===== src/hdl/assert_macros.svh =====
// assertion macros used by the rle decoder top level
`ifndef ASSERT_MACROS_SVH
`define ASSERT_MACROS_SVH

// clocked property, ignored while reset is asserted
`define ASSERT_CLK(label, prop, msg) \
    label: assert property (@(posedge clk) disable iff (!rst_n) prop) else $error(msg);

// condition that must never be seen at a clock edge
`define ASSERT_NEVER(label, cond, msg) \
    label: assert property (@(posedge clk) disable iff (!rst_n) !(cond)) else $error(msg);

`endif


===== src/hdl/isrle_pkg.sv =====
// types and codes for the image stream rle pixel decoder
package isrle_pkg;

    typedef enum logic [1:0] {
        MODE_START = 2'd0,
        MODE_BYTE  = 2'd1,
        MODE_PULL  = 2'd2
    } mode_t;

    typedef enum logic [1:0] {
        FMT_RAW565 = 2'd0,
        FMT_RAW332 = 2'd1,
        FMT_RLE565 = 2'd2,
        FMT_RLE332 = 2'd3
    } format_t;

    typedef enum logic [2:0] {
        ST_TAKEN   = 3'd0,
        ST_REFUSED = 3'd1,
        ST_PIXEL   = 3'd2,
        ST_NONE    = 3'd3,
        ST_ENDED   = 3'd4,
        ST_STARTED = 3'd5
    } status_t;

    typedef enum logic [1:0] {
        CFG_PIXEL_FORMAT = 2'd0,
        CFG_IMAGE_WIDTH  = 2'd1,
        CFG_IMAGE_HEIGHT = 2'd2
    } cfg_index_t;

    localparam int unsigned CFG_DATA_W = 16;

    typedef struct packed {
        logic [1:0] mode;
        logic [7:0] data_byte;
    } item_t;

    typedef struct packed {
        logic [2:0]  status;
        logic [15:0] pixel_value;
        logic        final_pixel;
    } result_t;

    typedef struct packed {
        logic [1:0]  pixel_format;
        logic [15:0] image_width;
        logic [15:0] image_height;
    } cfg_t;

endpackage


===== src/hdl/image_stream_rle_pixel_decoder_top.sv =====
// top level of the image stream rle pixel decoder
// Decodes image body bytes (raw or run-length, rgb565 or rgb332) into rgb565
// pixels. One word per clock is accepted and one result word is produced per
// accepted word; a result is offered once its word has passed the input
// register and then the result register, since the decode logic runs from the
// input register straight into the result register while the word sits in the
// input register. Words flow back to back as long as the result side takes one
// word per clock; while a result waits, the input register holds its word and
// item_ready drops. The start word loads the raw pixel count through a 16 by 16
// multiplier in that same decode cycle. Configuration writes are registered and
// are picked up by the next word decoded.
`include "assert_macros.svh"

module image_stream_rle_pixel_decoder_top (
    input  logic                                clk,
    input  logic                                rst_n,
    input  logic                                item_valid,
    output logic                                item_ready,
    input  isrle_pkg::item_t                    item,
    output logic                                result_valid,
    input  logic                                result_ready,
    output isrle_pkg::result_t                  result,
    input  logic                                cfg_write,
    input  logic [1:0]                          cfg_index,
    input  logic [isrle_pkg::CFG_DATA_W-1:0]    cfg_data
);

    isrle_pkg::item_t   item_reg;
    logic               item_valid_reg;
    isrle_pkg::result_t result_reg;
    logic               result_valid_reg;
    isrle_pkg::cfg_t    cfg_reg;
    isrle_pkg::result_t decoded;
    logic               proc_fire;

    // decode when the result register is free or being emptied
    assign proc_fire  = item_valid_reg && (!result_valid_reg || result_ready);
    assign item_ready = !item_valid_reg || proc_fire;

    assign result_valid = result_valid_reg;
    assign result       = result_reg;

    always_ff @(posedge clk or negedge rst_n)
    begin
        if (!rst_n)
        begin
            cfg_reg.pixel_format <= isrle_pkg::FMT_RAW565;
            cfg_reg.image_width  <= 16'd1;
            cfg_reg.image_height <= 16'd1;
        end
        else if (cfg_write)
        begin
            unique case (cfg_index)
                isrle_pkg::CFG_PIXEL_FORMAT: cfg_reg.pixel_format <= cfg_data[1:0];
                isrle_pkg::CFG_IMAGE_WIDTH:  cfg_reg.image_width  <= cfg_data;
                isrle_pkg::CFG_IMAGE_HEIGHT: cfg_reg.image_height <= cfg_data;
                default:                     cfg_reg              <= cfg_reg;
            endcase
        end
    end

    always_ff @(posedge clk or negedge rst_n)
    begin
        if (!rst_n)
        begin
            item_valid_reg   <= 1'b0;
            result_valid_reg <= 1'b0;
        end
        else
        begin
            if (item_ready)
            begin
                item_valid_reg <= item_valid;
            end
            if (proc_fire)
            begin
                result_valid_reg <= 1'b1;
            end
            else if (result_ready)
            begin
                result_valid_reg <= 1'b0;
            end
        end
    end

    always_ff @(posedge clk)
    begin
        if (item_ready && item_valid)
        begin
            item_reg <= item;
        end
        if (proc_fire)
        begin
            result_reg <= decoded;
        end
    end

    isrle_core u_core (
        .clk    (clk),
        .rst_n  (rst_n),
        .fire   (proc_fire),
        .item   (item_reg),
        .cfg    (cfg_reg),
        .result (decoded)
    );

    `ASSERT_CLK(a_decode_fills_result, proc_fire |=> result_valid_reg,
        "decoded word did not reach the result register")
    `ASSERT_CLK(a_stalled_word_held, item_valid_reg && !proc_fire |=>
        item_valid_reg && $stable(item_reg), "waiting input word was lost or changed")
    `ASSERT_NEVER(a_final_only_on_pixel, result_valid_reg && result_reg.final_pixel &&
        result_reg.status != isrle_pkg::ST_PIXEL, "final pixel flag without a pixel")

endmodule


===== src/hdl/isrle_core.sv =====
// decode state and per-word decode logic of the rle pixel decoder
module isrle_core (
    input  logic             clk,
    input  logic             rst_n,
    input  logic             fire,
    input  isrle_pkg::item_t item,
    input  isrle_pkg::cfg_t  cfg,
    output isrle_pkg::result_t result
);

    logic [1:0]  record_phase_reg, record_phase_next;
    logic [7:0]  repeat_left_reg, repeat_left_next;
    logic [15:0] held_color_reg, held_color_next;
    logic [7:0]  pending_high_byte_reg, pending_high_byte_next;
    logic [31:0] raw_pixels_left_reg, raw_pixels_left_next;
    logic        image_over_reg, image_over_next;

    logic        owed;
    logic        raw_fmt;
    logic [31:0] pixel_total;

    // rgb332 to rgb565 by bit replication
    function automatic logic [15:0] widen332(input logic [7:0] b);
        logic [7:0] hi;
        logic [7:0] lo;
        begin
            hi = (b & 8'hE0) | ((b >> 2) & 8'h1F);
            lo = ((b << 3) & 8'hF8) | ((b << 2) & 8'h04) | (b & 8'h03);
            return {hi, lo};
        end
    endfunction

    assign owed        = (record_phase_reg == 2'd0) && (repeat_left_reg != 8'd0);
    assign raw_fmt     = !cfg.pixel_format[1];
    assign pixel_total = 32'(cfg.image_width) * 32'(cfg.image_height);

    always_comb
    begin
        record_phase_next      = record_phase_reg;
        repeat_left_next       = repeat_left_reg;
        held_color_next        = held_color_reg;
        pending_high_byte_next = pending_high_byte_reg;
        raw_pixels_left_next   = raw_pixels_left_reg;
        image_over_next        = image_over_reg;
        result.status          = isrle_pkg::ST_NONE;
        result.pixel_value     = 16'd0;
        result.final_pixel     = 1'b0;

        unique case (item.mode)
            isrle_pkg::MODE_START:
            begin
                raw_pixels_left_next   = pixel_total;
                record_phase_next      = 2'd0;
                repeat_left_next       = 8'd0;
                held_color_next        = 16'd0;
                pending_high_byte_next = 8'd0;
                image_over_next        = 1'b0;
                result.status          = isrle_pkg::ST_STARTED;
            end
            isrle_pkg::MODE_BYTE:
            begin
                if (image_over_reg)
                begin
                    result.status = isrle_pkg::ST_ENDED;
                end
                else if (owed)
                begin
                    result.status = isrle_pkg::ST_REFUSED;
                end
                else if (raw_fmt && raw_pixels_left_reg == 32'd0)
                begin
                    image_over_next = 1'b1;
                    result.status   = isrle_pkg::ST_ENDED;
                end
                else
                begin
                    result.status = isrle_pkg::ST_TAKEN;
                    unique case (cfg.pixel_format)
                        isrle_pkg::FMT_RAW565:
                        begin
                            if (record_phase_reg == 2'd0)
                            begin
                                pending_high_byte_next = item.data_byte;
                                record_phase_next      = 2'd1;
                            end
                            else
                            begin
                                held_color_next   = {pending_high_byte_reg, item.data_byte};
                                repeat_left_next  = 8'd1;
                                record_phase_next = 2'd0;
                            end
                        end
                        isrle_pkg::FMT_RAW332:
                        begin
                            held_color_next   = widen332(item.data_byte);
                            repeat_left_next  = 8'd1;
                            record_phase_next = 2'd0;
                        end
                        isrle_pkg::FMT_RLE565:
                        begin
                            if (record_phase_reg == 2'd0)
                            begin
                                // zero count is the end mark
                                if (item.data_byte == 8'd0)
                                begin
                                    image_over_next = 1'b1;
                                end
                                else
                                begin
                                    repeat_left_next  = item.data_byte;
                                    record_phase_next = 2'd1;
                                end
                            end
                            else if (record_phase_reg == 2'd1)
                            begin
                                pending_high_byte_next = item.data_byte;
                                record_phase_next      = 2'd2;
                            end
                            else
                            begin
                                held_color_next   = {pending_high_byte_reg, item.data_byte};
                                record_phase_next = 2'd0;
                            end
                        end
                        default:
                        begin
                            if (record_phase_reg == 2'd0)
                            begin
                                if (item.data_byte == 8'd0)
                                begin
                                    image_over_next = 1'b1;
                                end
                                else
                                begin
                                    repeat_left_next  = item.data_byte;
                                    record_phase_next = 2'd1;
                                end
                            end
                            else
                            begin
                                held_color_next   = widen332(item.data_byte);
                                record_phase_next = 2'd0;
                            end
                        end
                    endcase
                end
            end
            isrle_pkg::MODE_PULL:
            begin
                if (owed)
                begin
                    result.status      = isrle_pkg::ST_PIXEL;
                    result.pixel_value = held_color_reg;
                    repeat_left_next   = 8'(repeat_left_reg - 8'd1);
                    if (raw_fmt && raw_pixels_left_reg != 32'd0)
                    begin
                        raw_pixels_left_next = raw_pixels_left_reg - 32'd1;
                        if (raw_pixels_left_reg == 32'd1)
                        begin
                            result.final_pixel = 1'b1;
                            image_over_next    = 1'b1;
                        end
                    end
                end
                else if (image_over_reg)
                begin
                    result.status = isrle_pkg::ST_ENDED;
                end
            end
            default:
            begin
                result.status = isrle_pkg::ST_NONE;
            end
        endcase
    end

    always_ff @(posedge clk or negedge rst_n)
    begin
        if (!rst_n)
        begin
            record_phase_reg      <= 2'd0;
            repeat_left_reg       <= 8'd0;
            held_color_reg        <= 16'd0;
            pending_high_byte_reg <= 8'd0;
            raw_pixels_left_reg   <= 32'd0;
            image_over_reg        <= 1'b1;
        end
        else if (fire)
        begin
            record_phase_reg      <= record_phase_next;
            repeat_left_reg       <= repeat_left_next;
            held_color_reg        <= held_color_next;
            pending_high_byte_reg <= pending_high_byte_next;
            raw_pixels_left_reg   <= raw_pixels_left_next;
            image_over_reg        <= image_over_next;
        end
    end

endmodule

===== config.mk =====
export PLATFORM = sky130hd
export DESIGN_NAME = image_stream_rle_pixel_decoder_top
export DESIGN_NICKNAME = d
export VERILOG_FILES = /design/src/hdl/isrle_pkg.sv /design/src/hdl/image_stream_rle_pixel_decoder_top.sv /design/src/hdl/isrle_core.sv
export VERILOG_INCLUDE_DIRS = /design/src /design/src/hdl
export SDC_FILE = /design/constraint.sdc
export NUM_CORES = 1
export LEC_CHECK = 0
export ABC_AREA = 1
export BUFFER_PORTS_ARGS = -buffer_cell sky130_fd_sc_hd__clkbuf_2
export CELL_PAD_IN_SITES_DETAIL_PLACEMENT = 1
export CELL_PAD_IN_SITES_GLOBAL_PLACEMENT = 1
export CORE_MARGIN = 2
export CORE_UTILIZATION = 30
export CTS_CLUSTER_DIAMETER = 50
export CTS_CLUSTER_SIZE = 10
export DETAILED_ROUTE_END_ITERATION = 8
export PLACE_DENSITY_LB_ADDON = 0.1
export SLEW_MARGIN = 10
export SYNTH_ARGS = -nofsm -noshare
export SYNTH_HDL_FRONTEND = slang
export SYNTH_HIERARCHICAL = 1
export SYNTH_SLANG_ARGS = --single-unit
export TNS_END_PERCENT = 10

===== constraint.sdc =====
create_clock -name clk -period 10.9 [get_ports clk]
set_input_delay 1.635 -clock clk [delete_from_list [all_inputs] [get_ports clk]]
set_output_delay 1.635 -clock clk [all_outputs]
set_load 0.005 [all_outputs]

==> results.py <==
metrics = {
    "cts": {
        "cts.htree.levels": 4,
        "cts_tree": "done",
        "ctsResizeCount": 0,
        "worst_skew_pair.late_latency_ns": 0.48,
        "cts_buffers": 17,
        "postCtsSetupRepairBufs": 0,
        "clkSlewWorstSetupHoldPaths_ns": 0.07,
        "cts.hold.buffers_added": 0,
        "clock_sink_count": 133,
        "cts-root-buf": "sky130_fd_sc_hd__clkbuf_16",
        "clk_path_buf_depth": 2,
    },
    "timing": {
        "timing.final.crit_share_pct": 58.0,
        "setup_viol_count_final": 0,
        "timing.fmax_mhz": 158,
        "rsz_0062_raised_after_global_routing": "false",
        "slew_violations": 0,
        "timing.clock.skew_ns": 0.0239,
        "timing.final.hold_violations": 0,
        "worst_pin_slew_ns": 1.01,
        "aggregate_negative_setup_slack_ns": 0,
        "post-route-min-period_ns": 6.32,
        "max-slew-margin-rel_pct": 32.9,
    },
    "route": {
        "route.detailed.wl_per_inst_microns": 17.5,
        "detail-route-antenna-nets": 0,
        "drt-initial-drc-count": 623,
        "drt-total-wl_mm": 53.5,
        "drc": 0,
        "dr_total_vias": 14163,
        "avgViaCountPerCell": 4.63,
        "firstDrtPassIters": 4,
    },
    "grt": {
        "groute.usage.overall_pct": 19.9,
        "grt_pass1_vias": 15626,
        "grt_start_max_net_pins": 66,
        "globalRoute.totalOverflow": 0,
        "initial_antenna_violation_count": 0,
        "grt_first_pass_wirelength_mm": 87.2,
    },
    "setup_path": {
        "critical_path_start_type": "register",
        "worstSetupPathType": "reg -> reg",
        "crit_end_element": "register",
        "ff2ff_path_depth": 20,
        "critical_path.max_fanout": 17,
        "critPathRequiredTime_ns": 11.25,
        "worst_ep_arrival_time_ns": 6.68,
    },
    "run": {
        "cap_viol_max_count": 0,
    },
    "placement": {
        "port_buffers": 54,
        "gpl.final_weighted_congestion": 0.827,
        "detailed_place_hpwl_mm": 42.1,
    },
    "layout": {
        "flow.area_growth_from_synthesis_pct": 8.24,
        "layout.cells.most_common_list": "740 x sky130_fd_sc_hd__nand2_1, 518 x sky130_fd_sc_hd__inv_1, 194 x sky130_fd_sc_hd__fa_1",
        "antenna_cells": 0,
        "multiInputGateArea_sq_mm": 0.0107,
        "num-nets-final": 2636,
        "fillerInstances": 6851,
        "post_route_cells_drive_above_1_share_pct": 6.36,
        "register_area_sq_mm": 0.00348,
        "largest_register_ffs": 34,
        "layout_commonest_cell": "sky130_fd_sc_hd__nand2_1",
    },
    "floorplanning": {
        "die_height_microns": 240,
        "floorplan.core_area_sq_mm": 0.0550,
        "starting_density_pct": 30.3,
        "row_count": 86,
        "io_pins": 55,
        "die_w_microns": 240,
        "die_area_sq_mm": 0.0575,
    },
    "synthesis": {
        "yosysSeqAreaShare_pct": 20.9,
        "postSynthNetCount": 2657,
        "synth_enable_flop_cells": 30,
        "ys_seq_elements": 133,
        "cell_area_after_synthesis_sq_mm": 0.0167,
        "synth-warning-count": 6,
        "syn_area_per_cell_sq_um": 7.19,
        "synth-async-reset-ratio_pct": 77.4,
        "synthDistinctLibCells": 49,
        "synthCells": 2318,
        "synth_top_flop_cell": "sky130_fd_sc_hd__dfrtp_1",
    },
    "run_status": {
        "run_status": "completed",
    },
    "worst_hold_path": {
        "timing.hold.worst.class": "reg -> reg",
        "min_path_cells": 2,
    },
}
per-layer routing:
layer | share of wire, % | global-route usage [%]
met1 | 48 | 26.9
met2 | 48 | 33.9
met3 | 2.0 | 2.25
met4 | 1.6 | 5.08
met5 | 0 | 0
path summary, 6_finish.rpt:
path,start,to,slack [ns]
worst max-delay path,cfg_reg[25],u_core/raw_pixels_left_reg[15],4.58
worst min-delay path,u_core/repeat_left_reg[7],u_core/repeat_left_reg[7],0.48
worst max register to register,cfg_reg[25],u_core/raw_pixels_left_reg[15],4.58
worst min register to register,u_core/repeat_left_reg[7],u_core/repeat_left_reg[7],0.48
max in group asynchronous,rst_n,u_core/raw_pixels_left_reg[13],8.43
min in group asynchronous,rst_n,cfg_reg[9],1.26
Yosys cell counts (all sizes together), types with 3 or more instances:
cell type  number  area share [%]
a21oi          65             2.0
buf            29             1.2
clkbuf         72             1.6
dfrtp         100              15
dfstp           3            0.47
edfxtp         30             5.4
fa            194              23
ha            112             8.4
inv           522              12
nand2         761              18
nand3          86             2.7
nand3b         10            0.45
nand4          47             1.8
nor2          188             4.5
nor3            6            0.32
o21ai          63             2.0
or2             6            0.23
xnor2           3            0.16
xor2            9            0.47
per-stage QoR:
step / hold WS (ns) / instance area (sq um) / utilization, % / std cells / setup WS [ns]
2_1_floorplan: 0.437 / 16700 / - / 2318 / 5.53
3_3_place_gp: 0.459 / 17500 / 31.7 / 3026 / 4.44
3_5_place_dp: 0.469 / 17500 / 31.7 / 3026 / 4.51
4_1_cts: 0.484 / 18000 / 32.8 / 3058 / 4.49
5_1_grt: 0.517 / 18000 / 32.8 / 3058 / 4.16
6_report: 0.479 / 18000 / 32.8 / 3058 / 4.58
final cells by class:
cell class,instances,area share (%)
multi-input combinational,1561,59.5
sequential,133,19.3
inverter,523,11.0
tap,748,5.19
clock buffer,17,2.36
timing repair buffer,61,1.80
clock inverter,15,0.881
critical path, cell delays in order, from the launching register on:
cell	delay (ns)
sky130_fd_sc_hd__dfrtp_1	1.01
sky130_fd_sc_hd__nand2_1	0.17
sky130_fd_sc_hd__fa_1	0.56
sky130_fd_sc_hd__fa_1	0.59
sky130_fd_sc_hd__fa_1	0.46
sky130_fd_sc_hd__fa_1	0.54
sky130_fd_sc_hd__inv_1	0.05
sky130_fd_sc_hd__fa_1	0.48
sky130_fd_sc_hd__inv_1	0.05
sky130_fd_sc_hd__fa_1	0.49
sky130_fd_sc_hd__inv_1	0.04
sky130_fd_sc_hd__ha_1	0.35
sky130_fd_sc_hd__nand2_1	0.12
sky130_fd_sc_hd__nor2_1	0.30
sky130_fd_sc_hd__nand3_1	0.14
sky130_fd_sc_hd__nand3b_1	0.32
sky130_fd_sc_hd__a21oi_1	0.10
sky130_fd_sc_hd__o21ai_0	0.18
sky130_fd_sc_hd__nand2_1	0.09
sky130_fd_sc_hd__nand2_1	0.07
sky130_fd_sc_hd__nand2_1	0.06
logic make-up (layout without fill, tap and decap cells):
kind of cell / Yosys count / in the layout / synth area share, %
XOR/XNOR: 12 / 12 / 0.631
flip-flops: 133 / 133 / 20.9
AO/OA/AOI/OAI: 135 / 135 / 4.28
adder cells (fa/ha/maj): 306 / 306 / 31.7
buffers and inverters: 624 / 616 / 14.7
AND/OR/NAND/NOR: 1108 / 1108 / 27.8
Power is not shown: default switching activity piles up to over one toggle a cycle in this logic, so the estimate is an artifact.
